$ cat src/hdl/z3hx_pkg.sv
// Shared types, constants and the digit-pair table of the hex index encoder.
package z3hx_pkg;

  localparam int QUAD_W          = 4;
  localparam int COORD_W         = 24;
  localparam int DIGITS_W        = 60;
  localparam int CNT_W           = 5;
  localparam int RES_W           = 5;
  localparam int EFF_W           = 4;
  localparam int MAX_DIGIT_PAIRS = 15;
  localparam int PROD_W          = 2 * COORD_W;

  localparam logic [COORD_W-1:0] DIV3_RECIP = 24'd11184811;
  localparam int                 DIV3_SHIFT = 25;

  localparam int                  CFG_ADDR_W     = 3;
  localparam int                  CFG_DATA_W     = 32;
  localparam logic [CFG_ADDR_W-1:0] REG_RESOLUTION = 3'd0;

  typedef struct packed {
    logic [QUAD_W-1:0] quad;
    logic [EFF_W-1:0]  eff;
    logic              odd;
    logic              ovf;
  } z3hx_ctl_t;

  function automatic logic [3:0] pair_code(input logic [1:0] di, input logic [1:0] dj);
    logic [3:0] code;
    code = 4'b0000;
    unique case ({di, dj})
      4'b0000: code = 4'b0000;
      4'b0001: code = 4'b1010;
      4'b0010: code = 4'b1001;
      4'b0100: code = 4'b0001;
      4'b0101: code = 4'b0010;
      4'b0110: code = 4'b1000;
      4'b1000: code = 4'b0110;
      4'b1001: code = 4'b0100;
      4'b1010: code = 4'b0101;
      default: code = 4'b0000;
    endcase
    return code;
  endfunction

endpackage

$ cat src/hdl/z3hx_cfg.sv
// APB register block holding the grid resolution and its derived digit-pair count.
module z3hx_cfg (
  input  logic                              clk,
  input  logic                              rst_n,
  input  logic                              psel,
  input  logic                              penable,
  input  logic                              pwrite,
  input  logic [z3hx_pkg::CFG_ADDR_W-1:0]   paddr,
  input  logic [z3hx_pkg::CFG_DATA_W-1:0]   pwdata,
  output logic [z3hx_pkg::CFG_DATA_W-1:0]   prdata,
  output logic                              pready,
  output logic [z3hx_pkg::EFF_W-1:0]        eff,
  output logic                              odd
);
  import z3hx_pkg::*;

  logic [RES_W-1:0] resolution_r;
  logic [RES_W-1:0] resolution_nxt;
  logic [RES_W:0]   half_sum;

  always_comb begin
    resolution_nxt = resolution_r;
    if (psel && penable && pwrite && (paddr == REG_RESOLUTION)) begin
      resolution_nxt = pwdata[RES_W-1:0];
    end
  end

  always_ff @(posedge clk) begin
    if (!rst_n) begin
      resolution_r <= '0;
    end else begin
      resolution_r <= resolution_nxt;
    end
  end

  assign half_sum = ({1'b0, resolution_r} + (RES_W+1)'(1)) >> 1;
  assign eff      = (half_sum > (RES_W+1)'(MAX_DIGIT_PAIRS)) ? EFF_W'(MAX_DIGIT_PAIRS)
                                                             : half_sum[EFF_W-1:0];
  assign odd      = resolution_r[0];
  assign pready   = 1'b1;
  assign prdata   = (paddr == REG_RESOLUTION) ? CFG_DATA_W'(resolution_r) : '0;

endmodule

$ cat config.mk
export PLATFORM = sky130hd
export DESIGN_NAME = z3hx_cfg
export DESIGN_NICKNAME = d
export VERILOG_FILES = /design/src/hdl/z3hx_pkg.sv /design/src/hdl/z3hx_cfg.sv
export SDC_FILE = /design/constraint.sdc
export NUM_CORES = 1
export LEC_CHECK = 0
export BUFFER_PORTS_ARGS = -buffer_cell sky130_fd_sc_hd__buf_2
export CELL_PAD_IN_SITES_DETAIL_PLACEMENT = 1
export CELL_PAD_IN_SITES_GLOBAL_PLACEMENT = 1
export CORE_MARGIN = 3
export CORE_UTILIZATION = 18
export DETAILED_ROUTE_END_ITERATION = 10
export HOLD_SLACK_MARGIN = 0.15
export PLACE_DENSITY_LB_ADDON = 0.05
export SLEW_MARGIN = 5
export SYNTH_ARGS = -nofsm -noshare
export SYNTH_HDL_FRONTEND = slang
export SYNTH_SLANG_ARGS = --single-unit
$ cat constraint.sdc
create_clock -name clk -period 1 [get_ports clk]
set_input_delay 0.15 -clock clk [delete_from_list [all_inputs] [get_ports clk]]
set_output_delay 0.15 -clock clk [all_outputs]
set_load 0.02 [all_outputs]
# Word level (Yosys, flattened, before mapping)
# Index checks and enable logic that the tools add are counted.
# word_totals
register_bits,5
# op_classes
addsub,1
magnitude_cmp,1
muxes,2
reduce_logical,4
# ops
op,n
adder 5 x 1 -> 6 bit (second input constant),1
greater-than comparator 5 x 4 -> 1 bit (second input constant),1
two-way mux 5 bit,1
two-way mux 4 bit,1
logical AND 1 bit,3
logical NOT 3 bit,1

# Depth between registers and ports, before layout
# Gate-level depths: netlist of run 1.
# depth
ltp_word,3
ltp_mapped,4
ltp_nobuf,4

# Least setup slack after synthesis of run 1
# Ideal clock, no wire load.
# synth_timing
path_type,register -> output
start,register resolution_r[0]
end,output port eff[3] in the netlist's numbering
t_arrival_ns,1.170
required_time_ns,0.850
slack_ns,-0.320
stages_incl_launch_ff,4
path_buffers,0
path_cell_list,dfxtp_1 -> ha_1 -> nand3_1 -> mux2i_1
# synth_via
elab_chain_cells,3
# synth_rtl
item,line_no,rtl
from (decl),z3hx_cfg.sv:17,logic [RES_W-1:0] resolution_r;
from (signal assigned),z3hx_cfg.sv:32,resolution_r <= resolution_nxt;
adder 5 x 1 -> 6 bit (*),z3hx_cfg.sv:36,"assign half_sum = ({1'b0, resolution_r} + (RES_W+1)'(1)) >> 1;"
greater-than comparator 5 x 4 -> 1 bit,z3hx_cfg.sv:37,assign eff = (half_sum > (RES_W+1)'(MAX_DIGIT_PAIRS)) ? EFF_W'(MAX_DIGIT_PAIRS)
two-way mux 4 bit (*),z3hx_cfg.sv:37,
to (decl),z3hx_cfg.sv:12,"output logic [z3hx_pkg::EFF_W-1:0] eff,"
# Every way passes the cells marked *; elsewhere a longest branch is shown, timed or not.

# Worst setup path after layout of run 1
# layout_timing
start,register resolution_r[1]
end,output port eff[3] in the netlist's numbering
# Same word-level chain as after synthesis.

==> flow_metrics.py, run 1 <==
metrics = {
    "outcome": {
        "run_status": "complete, but fails checks",
        "violations": "negative setup slack",
    },
    "clock_tree": {
        "cts_inserted_buffers": 3,
        "cts_max_level": 1,
        "cts_tree": "yes",
        "cts_num_sinks": 5,
        "clk_pin_slew_ns": 0.05,
        "cts_max_path_buffers": 2,
        "clock_insertion_delay_worst_skew_ns": 0.24,
        "cts_root_buffer": "clkbuf_4",
    },
    "finish": {
        "top_register": "resolution_r",
        "diodes": 0,
        "syn2layout_area_growth_pct": 64.7,
        "number_of_fill_cells": 357,
        "top_regs": "resolution_r x5",
        "ff_latch_area_um2": 119,
        "net_count_of_the_finished_layout": 151,
        "stdcell_count": 140,
        "final_layout_size_suffix_gt1_frac": 0.514,
        "multiInputGateArea_um2": 410,
        "largest_register_ffs": 5,
    },
    "yosys": {
        "post_synth_num_cell_types": 20,
        "synth.cell_area_um2": 561,
        "synth_most_common_cell": "buf_4",
        "synth-warning-count": 0,
        "synth_enable_flop_cells": 0,
        "netlist_top_cells_area": "buf_4 38%, dfxtp_1 18%, mux2i_1 11%",
        "synth.ff_latch_count": 5,
        "async_reset_ff_frac": 0,
        "sequential_to_total_area_share_from_yosys_stat": 0.179,
        "synthDominantCellAreaShare": 0.375,
        "syn_area_per_cell_um2": 7.89,
        "primary_ff_master_synth": "dfxtp_1",
        "synth_largest_area_cell": "buf_4",
        "synth_top_cells_by_count": "28 x buf_4, 10 x nand2_1, 6 x mux2i_1, 5 x and2_2, 5 x dfxtp_1",
        "syn_inst": 71,
    },
    "global_routing": {
        "grt_pass1_wl_um": 2060,
        "gr-usage-all-layers": 0.0727,
        "global_route_total_overflow": 0,
        "grt_antenna_before_repair": 0,
        "grt_max_degree": 11,
        "via_count_of_the_first_global_routing_pass": 483,
    },
    "floorplanning": {
        "die_w_um": 61.8,
        "initial_utilization": 0.196,
        "core_region_area_mm2": 0.00285,
        "die_area_mm2": 0.00382,
        "io-pin-count": 78,
        "die_y_um": 61.8,
        "placementRows": 19,
    },
    "timing": {
        "fin_clk_skew_ns": 0,
        "hold-worst-slack_ns": 0.149,
        "timing.fmax_mhz": 753,
        "layout_worst_path_cycle_share": 1.33,
        "post-route-worst-setup-slack_ns": -0.328,
        "final_hold_violation_count": 0,
        "final_critical_period_ns": 1.33,
        "final_setup_viols": 10,
        "slew_violations": 0,
        "rsz0062_at_grt": "yes",
    },
    "placement": {
        "place.port_buffers": 22,
        "place_hpwl_um": 1130,
        "place.detailed.instances": 130,
        "place_congestion": 0.640,
    },
    "setup_path": {
        "cp.required_ns": 0.85,
        "setup.worst_path.end_class": "output port",
        "timing.critical_path.cells": "ha_4 -> nand3_4 -> nor2_4 -> mux2i_4 -> buf_6",
        "critical_path.reg2reg.endpoint": "resolution_r[0]",
        "worst-r2r-setup-slack_ns": 0.17,
        "worstRegToRegCells": 4,
        "critical_path_class": "register to output port",
        "critPathSlowestCell": "dfxtp_4",
        "startpoint_type": "register",
        "timing.critical_path.fanout_max": 4,
        "timing.critical_path.slowest_cell_delay_ns": 0.35,
        "critical_path.reg2reg.startpoint": "resolution_r[0]",
        "cp.arrival_ns": 1.18,
    },
    "min_path": {
        "min-delay-start": "pwdata[3]",
        "min_delay_worst_endpoint": "resolution_r[3]",
        "number_of_cells_traversed_by_the_worst_hold_path": 3,
        "holdCritPathClass": "input port to register",
    },
    "flow_run": {
        "timing.max_cap.violations": 0,
    },
    "routing": {
        "drt-wirelength-per-cell_um": 10.2,
        "detail-route-antenna-nets": 0,
        "detail_route.first_pass.iterations": 1,
        "first_iter_violations": 0,
        "finalWirelength_um": 1420,
        "detail_route.vias_per_cell": 3.70,
        "via_count": 518,
        "drc_violation_count_after_routing": 0,
    },
    "pwr": {
        "worst_ir_drop_vdd_mv": 0.337,
        "post-layout-total-power_w": 0.000596,
        "power_density_mw_per_mm2": 645,
        "power_leakage_nw": 0.446,
    },
}
metrics by stage:
step	worst slack [ns]	setup TNS (ns)	util	area [µm²]
after floorplan	-0.0336	-0.0873	-	731
after global placement	-0.142	-1.16	0.256	729
after detailed placement	-0.141	-1.21	0.256	729
after CTS	-0.345	-1.93	0.312	891
after global routing	-0.388	-2.52	0.324	923
final	-0.328	-2.10	0.324	923
worst max-delay path by stage:
stage | from | to | slack [ns] | cells past startpoint
finish | resolution_r[1] | eff[3] | -0.33 | 5
floorplan | resolution_r[0] | eff[3] | -0.03 | 4
CTS | resolution_r[0] | eff[3] | -0.34 | 5
detailed placement | resolution_r[1] | eff[3] | -0.14 | 5
global placement | resolution_r[1] | eff[3] | -0.14 | 5
global route | resolution_r[1] | eff[3] | -0.39 | 5
critical path, delay by kind of cell, from the launching register on:
kind,cells,cell delay (ns)
adder cells (fa/ha/maj),1,0.17
multiplexers,1,0.13
buffers and inverters,1,0.13
AND/OR/NAND/NOR,2,0.14
flip-flops,1,0.35
final cells by class:
class | instances | share of cell area
Multi-Input combinational cell | 62 | 0.444
Timing Repair Buffer | 38 | 0.356
Sequential cell | 5 | 0.129
Tap cell | 31 | 0.0420
Clock buffer | 4 | 0.0285
per-layer routing:
metal	GRT usage	share of wire	up-vias	wire, µm
met5	0	0	-	0
met4	0.0364	0.0056	0	8
met3	0.0124	0.097	2	138
met2	0.135	0.49	33	693
met1	0.0787	0.41	231	584
li1	-	-	252	-
cell usage in the layout (no fill, tap or decap):
master and n:
a21oi_2 1, a31oi_4 1, a41o_1 1, and2_2 1, and2_4 5, and4_1 1, buf_2 11, buf_4 7
buf_6 17, clkbuf_1 1, clkbuf_4 3, conb_1 28, dfxtp_4 5, dlygate4sd3_1 3, ha_4 1, mux2i_1 5
mux2i_4 1, nand2_1 10, nand3_1 1, nand3_4 1, nand4_1 1, nor2_4 1, nor2b_1 1, nor3_4 1
o21a_1 1
timing repair:
item                                    in CTS  in global routing
hold endpoints to repair                     3                  0
setup buffers                                1                  2
hold buffers                                 3                  0
endpoints found under the setup margin      10                 11
resized for setup                           34                  4
pin swaps                                    5                  3
logic make-up after synthesis:
logic type / synth area share
adder cells (fa/ha/maj): 0.0223
other: 0.0134
AND/OR/NAND/NOR: 0.225
buffers and inverters: 0.402
flip-flops: 0.179
AO/OA/AOI/OAI: 0.0513
multiplexers: 0.107
where the power goes:
part / total (W) / internal [W] / switching (W) / leakage, nW
clock: 0.000234 / 0.000151 / 0.0000828 / 0.0150
combinational: 0.000170 / 0.0000470 / 0.000123 / 0.387
sequential: 0.000192 / 0.000189 / 0.00000279 / 0.0443
Power figures use the tool's default switching activity.
==> run 2: changes to the inputs <==
--- a/config.mk
+++ b/config.mk
@@ -13,5 +13,5 @@
 export DETAILED_ROUTE_END_ITERATION = 10
 export HOLD_SLACK_MARGIN = 0.15
-export PLACE_DENSITY_LB_ADDON = 0.05
+export PLACE_DENSITY_LB_ADDON = 0.08
 export SLEW_MARGIN = 5
 export SYNTH_ARGS = -nofsm -noshare
==> constraint.sdc (replaced) <==
create_clock -name clk -period 1 [get_ports clk]
set_input_delay 0.05 -clock clk [delete_from_list [all_inputs] [get_ports clk]]
set_output_delay 0.05 -clock clk [all_outputs]
set_load 0.02 [all_outputs]
==> flow_metrics.py, run 2 (synthesis results as in run 1) <==
metrics = {
    "placement": {
        "place_congestion": 0.677,
        "place.port_buffers": 22,
        "place.detailed.instances": 129,
        "place_hpwl_um": 1130,
    },
    "pwr": {
        "worst_ir_drop_vdd_mv": 0.359,
        "power_density_mw_per_mm2": 640,
        "power_leakage_nw": 0.448,
    },
    "setup_path": {
        "cp_top_family": "flip-flops",
        "critical_path_class": "register to output port",
        "timing.critical_path.fanout_max": 4,
        "timing.critical_path.cells": "ha_4 -> buf_6 -> o21a_1 -> buf_6",
        "cp.arrival_ns": 1.17,
        "timing.critical_path.slowest_cell_delay_ns": 0.35,
        "worst-r2r-setup-slack_ns": 0.19,
        "cp.required_ns": 0.95,
        "critical-path-top-cell-by-count": "buf_6",
        "setup.worst_path.end_class": "output port",
        "critPathSlowestCell": "dfxtp_4",
        "path_buf_inv": 2,
        "startpoint_type": "register",
    },
    "finish": {
        "largest_register_ffs": 5,
        "final_core_utilization": 0.320,
        "stdcell_count": 142,
        "final_layout_size_suffix_gt1_frac": 0.514,
        "top_register": "resolution_r",
        "syn2layout_area_growth_pct": 62.9,
        "diodes": 0,
        "final_cell_mix": "28 x conb_1, 13 x buf_2, 13 x buf_6",
        "top_regs": "resolution_r x5",
        "mostFrequentLayoutCell": "conb_1",
        "net_count_of_the_finished_layout": 153,
    },
    "floorplanning": {
        "die_w_um": 61.8,
        "die_area_mm2": 0.00382,
        "placementRows": 19,
        "initial_utilization": 0.196,
        "io-pin-count": 78,
        "die_y_um": 61.8,
        "core_region_area_mm2": 0.00285,
    },
    "routing": {
        "drc_violation_count_after_routing": 0,
        "drt-wirelength-per-cell_um": 9.61,
        "detail_route.vias_per_cell": 3.75,
        "finalWirelength_um": 1370,
        "detail_route.first_pass.iterations": 2,
        "via_count": 532,
        "first_iter_violations": 6,
        "detail-route-antenna-nets": 0,
    },
    "clock_tree": {
        "cts_tree": "yes",
        "cts_num_sinks": 5,
        "cts_inserted_buffers": 3,
        "clk_pin_slew_ns": 0.04,
        "clock_insertion_delay_worst_skew_ns": 0.23,
        "cts_root_buffer": "clkbuf_4",
        "cts_max_level": 1,
        "cts_max_path_buffers": 2,
    },
    "timing": {
        "total_negative_slack_for_setup_checks_ns": -0.911,
        "fin_clk_skew_ns": 0,
        "final_setup_viols": 7,
        "timing.fmax_mhz": 818,
        "hold-worst-slack_ns": 0.151,
        "slew_violations": 0,
        "final_hold_violation_count": 0,
        "layout_worst_path_cycle_share": 1.22,
        "post-route-worst-setup-slack_ns": -0.222,
        "final_critical_period_ns": 1.22,
        "rsz0062_at_grt": "yes",
    },
    "outcome": {
        "run_status": "complete, but fails checks",
        "violations": "negative setup slack",
    },
    "global_routing": {
        "grt_max_degree": 11,
        "gr-usage-all-layers": 0.0655,
        "grt_antenna_before_repair": 0,
        "via_count_of_the_first_global_routing_pass": 436,
        "global_route_total_overflow": 0,
        "grt_pass1_wl_um": 1860,
    },
    "flow_run": {
        "timing.max_cap.violations": 0,
    },
    "min_path": {
        "holdCritPathClass": "input port to register",
    },
}
[run 2: changes by cell type in the layout (fill, tap and decap cells not counted)]
cell	change
buf_2	+2
a31oi_2	+1
nor3_2	+1
buf_6	-4
nor3_4	-1
dlygate4sd3_1	+2
nand3_2	+1
nand3_1	-1
buf_4	+2
a31oi_4	-1
[run 2: layer usage]
metal  up-vias  track usage  share of wire
li1        258            -              -
met1       240       0.0736           0.41
met2        34        0.117           0.47
met3         0       0.0227           0.12
met4         0       0.0182              0
met5         -            0              0
[run 2: tightest hold or removal path: stages]
cell and delay, ns:
buf_2 0.16, nand2_1 0.08, mux2i_1 0.05
[run 2: worst paths after layout]
check	startpoint	to	cells after the start
setup / recovery	resolution_r[0]	eff[1]	4
hold reg to reg	resolution_r[4]	resolution_r[4]	2
hold / removal	rst_n	resolution_r[4]	3
setup reg to reg	resolution_r[1]	resolution_r[1]	4
[run 2: timing repair]
action                                 in CTS  in global routing
buffers inserted                            4                  0
pin swaps                                   6                  2
endpoints found under the hold margin       5                  0
hold buffers                                5                  0
setup endpoints to repair                   9                  9
resized for setup                          42                  0
[run 2: final cells by class]
type | instances | area (µm²)
multi-input cells | 62 | 400
clock buffers | 4 | 26.3
well taps | 31 | 38.8
flip-flops and latches | 5 | 119
repair buffers | 40 | 329
fillers | 353 | 1940
[run 2: metrics by stage]
| stage | cell area, µm² | total power, W | worst slack (ns) |
|---|---|---|---|
| floorplan | 688 | 0.000400 | -0.0122 |
| detailed placement | 679 | 0.000349 | -0.124 |
| CTS | 913 | 0.000596 | -0.229 |
| finish | 913 | 0.000585 | -0.222 |
| global placement | 679 | 0.000349 | -0.104 |
| global route | 913 | 0.000627 | -0.279 |
[run 2: report_power, final]
group | switching [W] | internal, W | total [W]
registers | 0.00000263 | 0.000189 | 0.000192
logic | 0.000121 | 0.0000457 | 0.000166
clock network | 0.0000764 | 0.000150 | 0.000227
total | 0.000200 | 0.000385 | 0.000585
