==> config.mk <==
export PLATFORM = sky130hd
export DESIGN_NAME = z3hx_pack
export DESIGN_NICKNAME = d
export VERILOG_FILES = /design/src/hdl/z3hx_pkg.sv /design/src/hdl/z3hx_pack.sv
export SDC_FILE = /design/constraint.sdc
export NUM_CORES = 1
export LEC_CHECK = 0
export BUFFER_PORTS_ARGS = -buffer_cell sky130_fd_sc_hd__buf_2
export CELL_PAD_IN_SITES_DETAIL_PLACEMENT = 1
export CELL_PAD_IN_SITES_GLOBAL_PLACEMENT = 1
export CORE_UTILIZATION = 37
export DETAILED_ROUTE_END_ITERATION = 16
export MAX_ROUTING_LAYER = met4
export PLACE_DENSITY = 0.8
export SETUP_SLACK_MARGIN = 0.15
export SLEW_MARGIN = 20
export SYNTH_ARGS = -nofsm -noshare
export SYNTH_HDL_FRONTEND = slang
export SYNTH_SLANG_ARGS = --single-unit
==> constraint.sdc <==
create_clock -name clk -period 3.7 [get_ports clk]
set_input_delay 0.925 -clock clk [delete_from_list [all_inputs] [get_ports clk]]
set_output_delay 0.925 -clock clk [all_outputs]
set_load 0.005 [all_outputs]
==> src/hdl/z3hx_pkg.sv <==
// Shared types, constants and the digit-pair table of the hex index encoder.
package z3hx_pkg;

  localparam int QUAD_W          = 4;
  localparam int COORD_W         = 24;
  localparam int DIGITS_W        = 60;
  localparam int CNT_W           = 5;
  localparam int RES_W           = 5;
  localparam int EFF_W           = 4;
  localparam int MAX_DIGIT_PAIRS = 15;
  localparam int PROD_W          = 2 * COORD_W;

  localparam logic [COORD_W-1:0] DIV3_RECIP = 24'd11184811;
  localparam int                 DIV3_SHIFT = 25;

  localparam int                  CFG_ADDR_W     = 3;
  localparam int                  CFG_DATA_W     = 32;
  localparam logic [CFG_ADDR_W-1:0] REG_RESOLUTION = 3'd0;

  typedef struct packed {
    logic [QUAD_W-1:0] quad;
    logic [EFF_W-1:0]  eff;
    logic              odd;
    logic              ovf;
  } z3hx_ctl_t;

  function automatic logic [3:0] pair_code(input logic [1:0] di, input logic [1:0] dj);
    logic [3:0] code;
    code = 4'b0000;
    unique case ({di, dj})
      4'b0000: code = 4'b0000;
      4'b0001: code = 4'b1010;
      4'b0010: code = 4'b1001;
      4'b0100: code = 4'b0001;
      4'b0101: code = 4'b0010;
      4'b0110: code = 4'b1000;
      4'b1000: code = 4'b0110;
      4'b1001: code = 4'b0100;
      4'b1010: code = 4'b0101;
      default: code = 4'b0000;
    endcase
    return code;
  endfunction

endpackage

==> src/hdl/z3hx_pack.sv <==
// Final stage that left-aligns the digit word, counts digits and holds the result item.
module z3hx_pack (
  input  logic                            clk,
  input  logic                            rst_n,
  input  logic                            up_valid,
  output logic                            up_ready,
  input  z3hx_pkg::z3hx_ctl_t             up_ctl,
  input  logic [z3hx_pkg::COORD_W-1:0]    up_vi,
  input  logic [z3hx_pkg::COORD_W-1:0]    up_vj,
  input  logic [z3hx_pkg::DIGITS_W-1:0]   up_lw,
  output logic                            out_valid,
  input  logic                            out_ready,
  output logic [z3hx_pkg::QUAD_W-1:0]     out_quad,
  output logic [z3hx_pkg::DIGITS_W-1:0]   out_digits,
  output logic [z3hx_pkg::CNT_W-1:0]      out_count,
  output logic                            out_ovf
);
  import z3hx_pkg::*;

  logic                valid_r;
  logic [QUAD_W-1:0]   quad_r;
  logic [DIGITS_W-1:0] digits_r, digits_nxt;
  logic [CNT_W-1:0]    count_r, count_nxt;
  logic                ovf_r, ovf_nxt;
  logic [DIGITS_W-1:0] low_word;
  logic [5:0]          shift_amt;
  logic                en;

  assign en       = !valid_r || out_ready;
  assign up_ready = en;

  always_comb begin
    low_word = up_lw;
    if (up_ctl.odd) begin
      low_word[1:0] = 2'b00;
    end
    shift_amt  = 6'(DIGITS_W) - {up_ctl.eff, 2'b00};
    digits_nxt = low_word << shift_amt;
    count_nxt  = {up_ctl.eff, 1'b0};
    if (up_ctl.odd && (up_ctl.eff != '0)) begin
      count_nxt = count_nxt - CNT_W'(1);
    end
    ovf_nxt = up_ctl.ovf;
    if ((up_ctl.eff == EFF_W'(MAX_DIGIT_PAIRS)) && ((up_vi != '0) || (up_vj != '0))) begin
      ovf_nxt = 1'b1;
    end
  end

  always_ff @(posedge clk) begin
    if (!rst_n) begin
      valid_r <= 1'b0;
    end else if (en) begin
      valid_r <= up_valid;
    end
  end

  always_ff @(posedge clk) begin
    if (en && up_valid) begin
      quad_r   <= up_ctl.quad;
      digits_r <= digits_nxt;
      count_r  <= count_nxt;
      ovf_r    <= ovf_nxt;
    end
  end

  assign out_valid  = valid_r;
  assign out_quad   = quad_r;
  assign out_digits = digits_r;
  assign out_count  = count_r;
  assign out_ovf    = ovf_r;

  a_reset_clears: assert property (@(posedge clk) !rst_n |=> !out_valid)
    else $error("result valid right after reset");
  a_zero_count: assert property (@(posedge clk) disable iff (!rst_n)
    out_valid && (out_count == '0) |-> (out_digits == '0))
    else $error("digits present with zero digit count");
  a_tail_clear: assert property (@(posedge clk) disable iff (!rst_n)
    out_valid |-> ((out_digits << {out_count, 1'b0}) == '0))
    else $error("bits set below the last valid digit");
  a_count_range: assert property (@(posedge clk) disable iff (!rst_n)
    out_valid |-> (out_count <= CNT_W'(2 * MAX_DIGIT_PAIRS)))
    else $error("digit count beyond the word");

endmodule
# Yosys cells after proc, flatten, opt, wreduce, memory -nomap -nowiden
# Cells that the tools add are included.
# op_classes
n_addsub,2
eq_ne,1
n_shift,1
mux,2
reduce_logical,9
# op_table
operator,n
$shl 60x6->60,1
$reduce_bool 24->1,2
$sub 6x6->6 const A,1
$mux 5,1
$sub 5x1->5 const B,1
$eq 4x4->1 const B,1
$reduce_bool 4->1,1
$logic_and 1x1->1,3
$logic_or 1x1->1,2
$mux 2,1
$logic_not 1->1,1
# word_totals
reg_bits,71
in_bits,122
word_cells,21

# Longest topological paths before layout
# Gate-level depths: netlist (run 1).
# depth
ltp_word,3
ltp_mapped,9

# Worst setup path after synthesis (run 1)
# No wires, ideal clock.
# synth_path
path_type,input port to flip-flop
from,in out_ready
to,"reg count_r[0] (netlist: out_count[0]), enable pin"
arrival_time_ns,2.724
setup_slack_ns,0.540
path_stages,2
n_path_buf,0
cell_sequence,nand2b_1 and2_1
# synth_between
elab_chain_len,2
# synth_lines
item,line,text
from (decl),z3hx_pack.sv:12,"input logic out_ready,"
$logic_or 1x1->1,z3hx_pack.sv:29,assign en = !valid_r || out_ready;
$logic_and 1x1->1,z3hx_pack.sv:58,if (en && up_valid) begin
to (signal assigned),z3hx_pack.sv:61,count_r <= count_nxt;
to (decl),z3hx_pack.sv:23,"logic [CNT_W-1:0] count_r, count_nxt;"
# No other way between the ends.
# A chain may end at the register's enable or synchronous reset.

# Final worst setup path (run 1)
# layout_path
from,in up_ctl[3] (netlist bit)
to,reg digits_r[49] (netlist: out_digits[49]) (data pin)
# layout_between
elab_chain_len,2
# layout_lines
item,line,text
from (decl),z3hx_pack.sv:7,"input z3hx_pkg::z3hx_ctl_t up_ctl,"
$sub 6x6->6,z3hx_pack.sv:37,"shift_amt = 6'(DIGITS_W) - {up_ctl.eff, 2'b00};"
$shl 60x6->60,z3hx_pack.sv:38,digits_nxt = low_word << shift_amt;
via digits_nxt[49],z3hx_pack.sv:22,"logic [DIGITS_W-1:0] digits_r, digits_nxt;"
to (signal assigned),z3hx_pack.sv:60,digits_r <= digits_nxt;
to (decl),z3hx_pack.sv:22,
# The timed path passes the listed nets, and every way through them passes these cells.

==> run metrics, run 1 <==
number of global-route vias before repair ~4.3k; worst r2r path cells 3; Worst Setup Start Kind input pin; Final Setup Violations 0; post-synth top area share 45.38%; Mapped Cells roughly 410; H-tree level count 3; Setup Fix Bufs, Post-CTS 0; flops & latches, synth between 70 and 80; global-route usage over all layers between 20% and 30%; initial antenna violation count 0; Combinational Power Share a little over a fifth; area of the core 12110 µm²; Clock Skew just under 7 ps; Area Growth Syn to Fin 31.09%; clk buf depth 2; chip height 113.9 µm; clock network power share 37.5%; first-pass GRT wire length 22870 µm; Worst slew margin 52.84%; number of diodes 0; Hold Crit Class flip-flop to flip-flop; Psw 0.0006253 W; Hold Crit Start out_valid; Initial Util between 30% and 40%; R2R Path End out_digits[37]; top post-synthesis cells by area edfxtp_1, mux4_2, mux2i_1; internal reg-to-reg setup slack 2140 ps; drt pass-1 iters 4; pin count of the biggest net entering global routing 32; CP Max Fanout 29; post_cts resized 0; sequential share of power 41.3%; largest area contributor in the netlist edfxtp_1; crit path to out_digits[49]; WP data arrival 2650 ps; drt drc 0; P_int roughly 0.0017 W; post-synthesis cell area 4632 µm²; final period utilization 69.95%; status completed; Port Buffer Count between 150 and 200; net count after synthesis ~530; Die ar. approximately 13000 µm²; row cnt 40; DR iter-0 viols 270; Synth Area per Inst 11.35 µm²; switch share 26.33%; gr ovfl total 0; Clock transition at path regs 60 ps; final hold viol count 0; drt via density 5.499; TNS Setup 0 ps; ANT nets after route 0; I/O pin count 194; CTS Buf Count 9; DP HPWL 11290 µm; CTS sink count 71; top cells by count, synth edfxtp_1, nand2_1, mux2i_1; total power roughly 0.0024 W; via count 4212; Synth warnings 0; Critical Path RT about 3800 ps; pwr/cell area ~390 nW/µm²; worst-margin pin slew about 700 ps; Slew Viols, Final 0; CTS hold repair buffers 0; CP Capture Type flip-flop; CTS tree yes; Post-DP Area 5763 µm²; Final Critical Period 2588 ps; clock latency on the worst-skew pair 340 ps; Peak Freq 0.3864 GHz; maxcap violations 0; chip width 113.9 µm; maximum VDD drop 222.0 µV; top-count cell post-synth edfxtp_1; RSZ-0062 raised after global routing false; Post-synth EDFFs 70; crit path kind input pin to flip-flop; ys async rst share 0%; CP Launch Point up_ctl[3]; drt total wl between 10000 and 15000 µm; leakage 2.602 nW; Main synth FF type edfxtp_1; Netlist cell types 54; clock root buffer clkbuf_16; ratio of cells with drive above 1 in the final layout 44.65%; final instance area between 6000 and 7000 µm²; Seq/Total Area, Yosys 45.81%; WL per Instance a little under 20 µm; Crit Reg-Reg Startpoint out_valid; RD Place Congestion 0.9154; nets 717
worst max-delay path, stage by stage:
cell and delay, ps:
buf_2 520, buf_12 270, buf_12 180, mux2i_1 250
mux2i_1 140, a21oi_1 230, mux2i_1 120
final cells by class:
class                      instances  area, µm²
fill                            1392       6040
multi-input combinational        297       2287
sequential                        71       2122
timing repair buffer             206       1114
clock buffer                      11      252.7
tap                              168      210.2
clock inverter                     5      56.30
inverter                           8      30.03
cell usage in the layout (no fill, tap or decap), types with 9 or more instances in the layout:
cell and instances:
nor2_1 35, o21ai_0 20, mux2i_1 42, buf_4 9
a21oi_1 21, mux2_2 15, clkbuf_16 9, nor4_1 12
nand2_1 47, mux4_2 19, buf_2 193, edfxtp_1 70
worst min-delay path by stage:
stage / depth (start not counted) / slack (ps) / end
CTS: 2 / 540 / out_valid
global placement: 2 / 500 / out_valid
global route: 2 / 570 / out_valid
floorplan: 2 / 540 / out_valid
finish: 2 / 530 / out_valid
detailed placement: 2 / 530 / out_valid
kinds of logic after synthesis:
group | synth area share, %
AOI/OAI and AO/OA | 12.80
xor gates and xnor gates | 0.3782
adders and majority gates | 0.5402
buffers and inverters | 4.835
DFF | 45.81
muxes | 23.50
and+or+nand+nor | 12.13
metrics by stage:
step           std cells  hold slack, ps  utilization, %  setup slack (ps)
2_1_floorplan        408           536.6               -             539.8
3_5_place_dp         750           531.8           47.58             813.2
3_3_place_gp         750           495.2           47.58             870.7
6_report             766           531.9           50.13              1112
4_1_cts              766           540.9           50.13              1144
5_1_grt              766           572.7           50.13             993.9
power groups by stage:
stage / Combinational [W] / Clock [W] / Sequential (W)
final: 0.000503 / 0.000890 / 0.000981
after global routing: 0.000547 / 0.000936 / 0.000986
after CTS: 0.000503 / 0.000909 / 0.000983
after detailed placement: 0.000499 / 0 / 0.000998
after global placement: 0.000484 / 0 / 0.000999
after floorplan: 0.000269 / 0 / 0.00101
per-layer routing:
| layer | track usage [%] | share of wire, % | vias up |
|---|---|---|---|
| met3 | 3.613 | 5.6 | 19 |
| li1 | - | - | 1950 |
| met2 | 39.07 | 51 | 176 |
| met5 | - | 0 | - |
| met1 | 30.13 | 42 | 2067 |
| met4 | 9.610 | 1.9 | 0 |
registers in the layout, summed over array words and instances, names as in the netlist:
register / flops
out_valid: 1
out_quad: 4
out_count: 5
out_digits: 60
out_ovf: 1
Power figures use the tool's default switching activity.
==> run 2: changes to the inputs <==
--- a/config.mk
+++ b/config.mk
@@ -8,10 +8,10 @@
 export BUFFER_PORTS_ARGS = -buffer_cell sky130_fd_sc_hd__buf_2
 export CELL_PAD_IN_SITES_DETAIL_PLACEMENT = 1
 export CELL_PAD_IN_SITES_GLOBAL_PLACEMENT = 1
-export CORE_UTILIZATION = 37
+export CORE_UTILIZATION = 33
 export DETAILED_ROUTE_END_ITERATION = 16
 export MAX_ROUTING_LAYER = met4
-export PLACE_DENSITY = 0.8
+export PLACE_DENSITY = 0.75
 export SETUP_SLACK_MARGIN = 0.15
 export SLEW_MARGIN = 20
 export SYNTH_ARGS = -nofsm -noshare
==> constraint.sdc (replaced) <==
create_clock -name clk -period 2.3 [get_ports clk]
set_input_delay 0.575 -clock clk [delete_from_list [all_inputs] [get_ports clk]]
set_output_delay 0.575 -clock clk [all_outputs]
set_load 0.005 [all_outputs]
==> run 2 against run 1 <==
Compared with the run above: routed wire length is 5.5% higher; total power increased by 63%; worst setup slack got worse by 700 ps; clock power grew 63%; via count increased by 0.43%; combinational power up 68%; sequential power is 61% higher; cell count up 3.5%; global-route usage decreased by 1.1 points; highest routed layer unchanged.
==> run metrics, run 2 (synthesized netlist as in run 1, its figures left out) <==
leakage 2.689 nW; maximum VDD drop 330.3 µV; TNS Setup 0 ps; WHS around 410 ps; internal reg-to-reg setup slack 1000 ps; Combinational Power Share 21.9%; worst hold stages 1; CP Launch Point up_ctl[3]; number of global-route vias before repair 4420; chip width around 120 µm; CP Max Fanout 20; total power just under 0.004 W; switch share 25.80%; first-pass GRT wire length approximately 24000 µm; crit path kind input pin to flip-flop; Crit Reg-Reg Startpoint out_valid; nets 736; register area 2122 µm²; gr ovfl total 0; CTS Buf Count 9; global-route usage over all layers 22.86%; Slew Viols, Final 0; Psw ~0.0010 W; clock network power share a little under two fifths; delay-heaviest family, CP compound AO/OA/AOI/OAI gates; clk buf depth 2; Die ar. 14510 µm²; Initial Util 34.43%; final hold viol count 0; area of the core around 13000 µm²; post_cts resized 0; DP HPWL roughly 12000 µm; drt drc 0; maxcap violations 0; hold endpoint out_quad[2]; Hold Crit Class input pin to flip-flop; worst r2r path cells 3; Peak Freq ~0.53 GHz; Hold Crit Start up_ctl[8]; row cnt 42; P_int about 0.0029 W; clock root buffer clkbuf_16; number of flip-flops under the largest register name 60; WP data arrival around 2000 ps; worst-margin pin slew 488.2 ps; Clock transition at path regs ~60 ps; ANT nets after route 0; RSZ-0062 raised after global routing false; drt via density 5.334; R2R Path End out_digits[20]; pwr/cell area 622.6 nW/µm²; slowest CP cell a32oi_1; Worst Setup Start Kind input pin; CP Capture Type flip-flop; CTS tree yes; drt total wl 15690 µm; Multi-input gate area 2292 µm²; CTS sink count just over 70; number of diodes 0; status completed; via count about 4.2k; DR iter-0 viols 220; CTS hold repair buffers 0; Critical Path RT 2390 ps; most frequent cells in the layout buf_2, edfxtp_1, nand2_1; Area Growth Syn to Fin 34.39%; final period utilization 81.88%; WL per Instance around 20 µm; crit-path max cell delay 310 ps; Final Critical Period 1883 ps; clock latency on the worst-skew pair 340 ps; RD Place Congestion 0.9343; critical-path cell list buf_2 -> buf_12 -> and2b_1 -> a32oi_1 -> o221ai_1 -> o221a_2; pin count of the biggest net entering global routing 71; buffers and inverters on the worst path 2; FILL cells 1578; commonest non-fill, non-tap cell in the layout buf_2; Worst slew margin roughly two thirds; Clock Skew 6.143 ps; drt pass-1 iters 4; initial antenna violation count 0; I/O pin count 194; ratio of cells with drive above 1 in the final layout 45.71%; chip height 120.5 µm; Final Setup Violations 0; Setup Fix Bufs, Post-CTS 0; H-tree level count 3; sequential share of power between 40% and 50%; Port Buffer Count 193
-- run 2: changes by cell type in the layout (fill, tap and decap cells not counted) --
cell / delta
clkinvlp_4: -1
clkbuf_1: +1
clkinv_4: -1
clkinv_2: -2
clkbuf_8: -2
bufinv_16: +1
buf_4: +19
clkinv_1: +4
o31ai_1: -1
o31ai_2: +1
-- run 2: cell type report --
class | count | share of cell area, %
inverters | 8 | 0.4824
multi-input cells | 297 | 36.82
clock inverters | 6 | 1.206
flip-flops and latches | 71 | 34.09
clock buffers | 10 | 3.678
well taps | 176 | 3.538
repair buffers | 225 | 20.18
-- run 2: stage by stage --
step | area [µm²] | utilization, % | setup slack, ps | cells
final | 6225 | 46.27 | 416.7 | 793
after global routing | 6225 | 46.27 | 331.1 | 793
after CTS | 6225 | 46.27 | 432.5 | 793
after detailed placement | 5921 | 44.01 | 83.40 | 777
after global placement | 5921 | 44.01 | 92.77 | 777
after floorplan | 4638 | - | 209.2 | 408
-- run 2: worst max path at each step --
stage / to / depth (start not counted)
2_1_floorplan: out_count[4] / 8
3_3_place_gp: out_digits[52] / 6
3_5_place_dp: out_digits[53] / 6
4_1_cts: out_digits[53] / 6
5_1_grt: out_digits[59] / 6
6_report: out_digits[53] / 6
-- run 2: metal layers --
metal | track usage, % | part of all wire [%] | wire, µm | vias to the layer above
li1 | - | - | - | 1983
met1 | 29.17 | 45 | 7045 | 2075
met2 | 37.28 | 49 | 7693 | 154
met3 | 4.104 | 4.8 | 754 | 18
met4 | 6.481 | 1.3 | 199 | 0
met5 | - | 0 | 0 | -
-- run 2: power by group through the flow --
stage	combinational (W)	sequential (W)	clock [W]
CTS	0.000847	0.00158	0.00149
global placement	0.000817	0.00160	0
global route	0.000916	0.00159	0.00153
floorplan	0.000435	0.00161	0
detailed placement	0.000841	0.00160	0
finish	0.000847	0.00158	0.00145
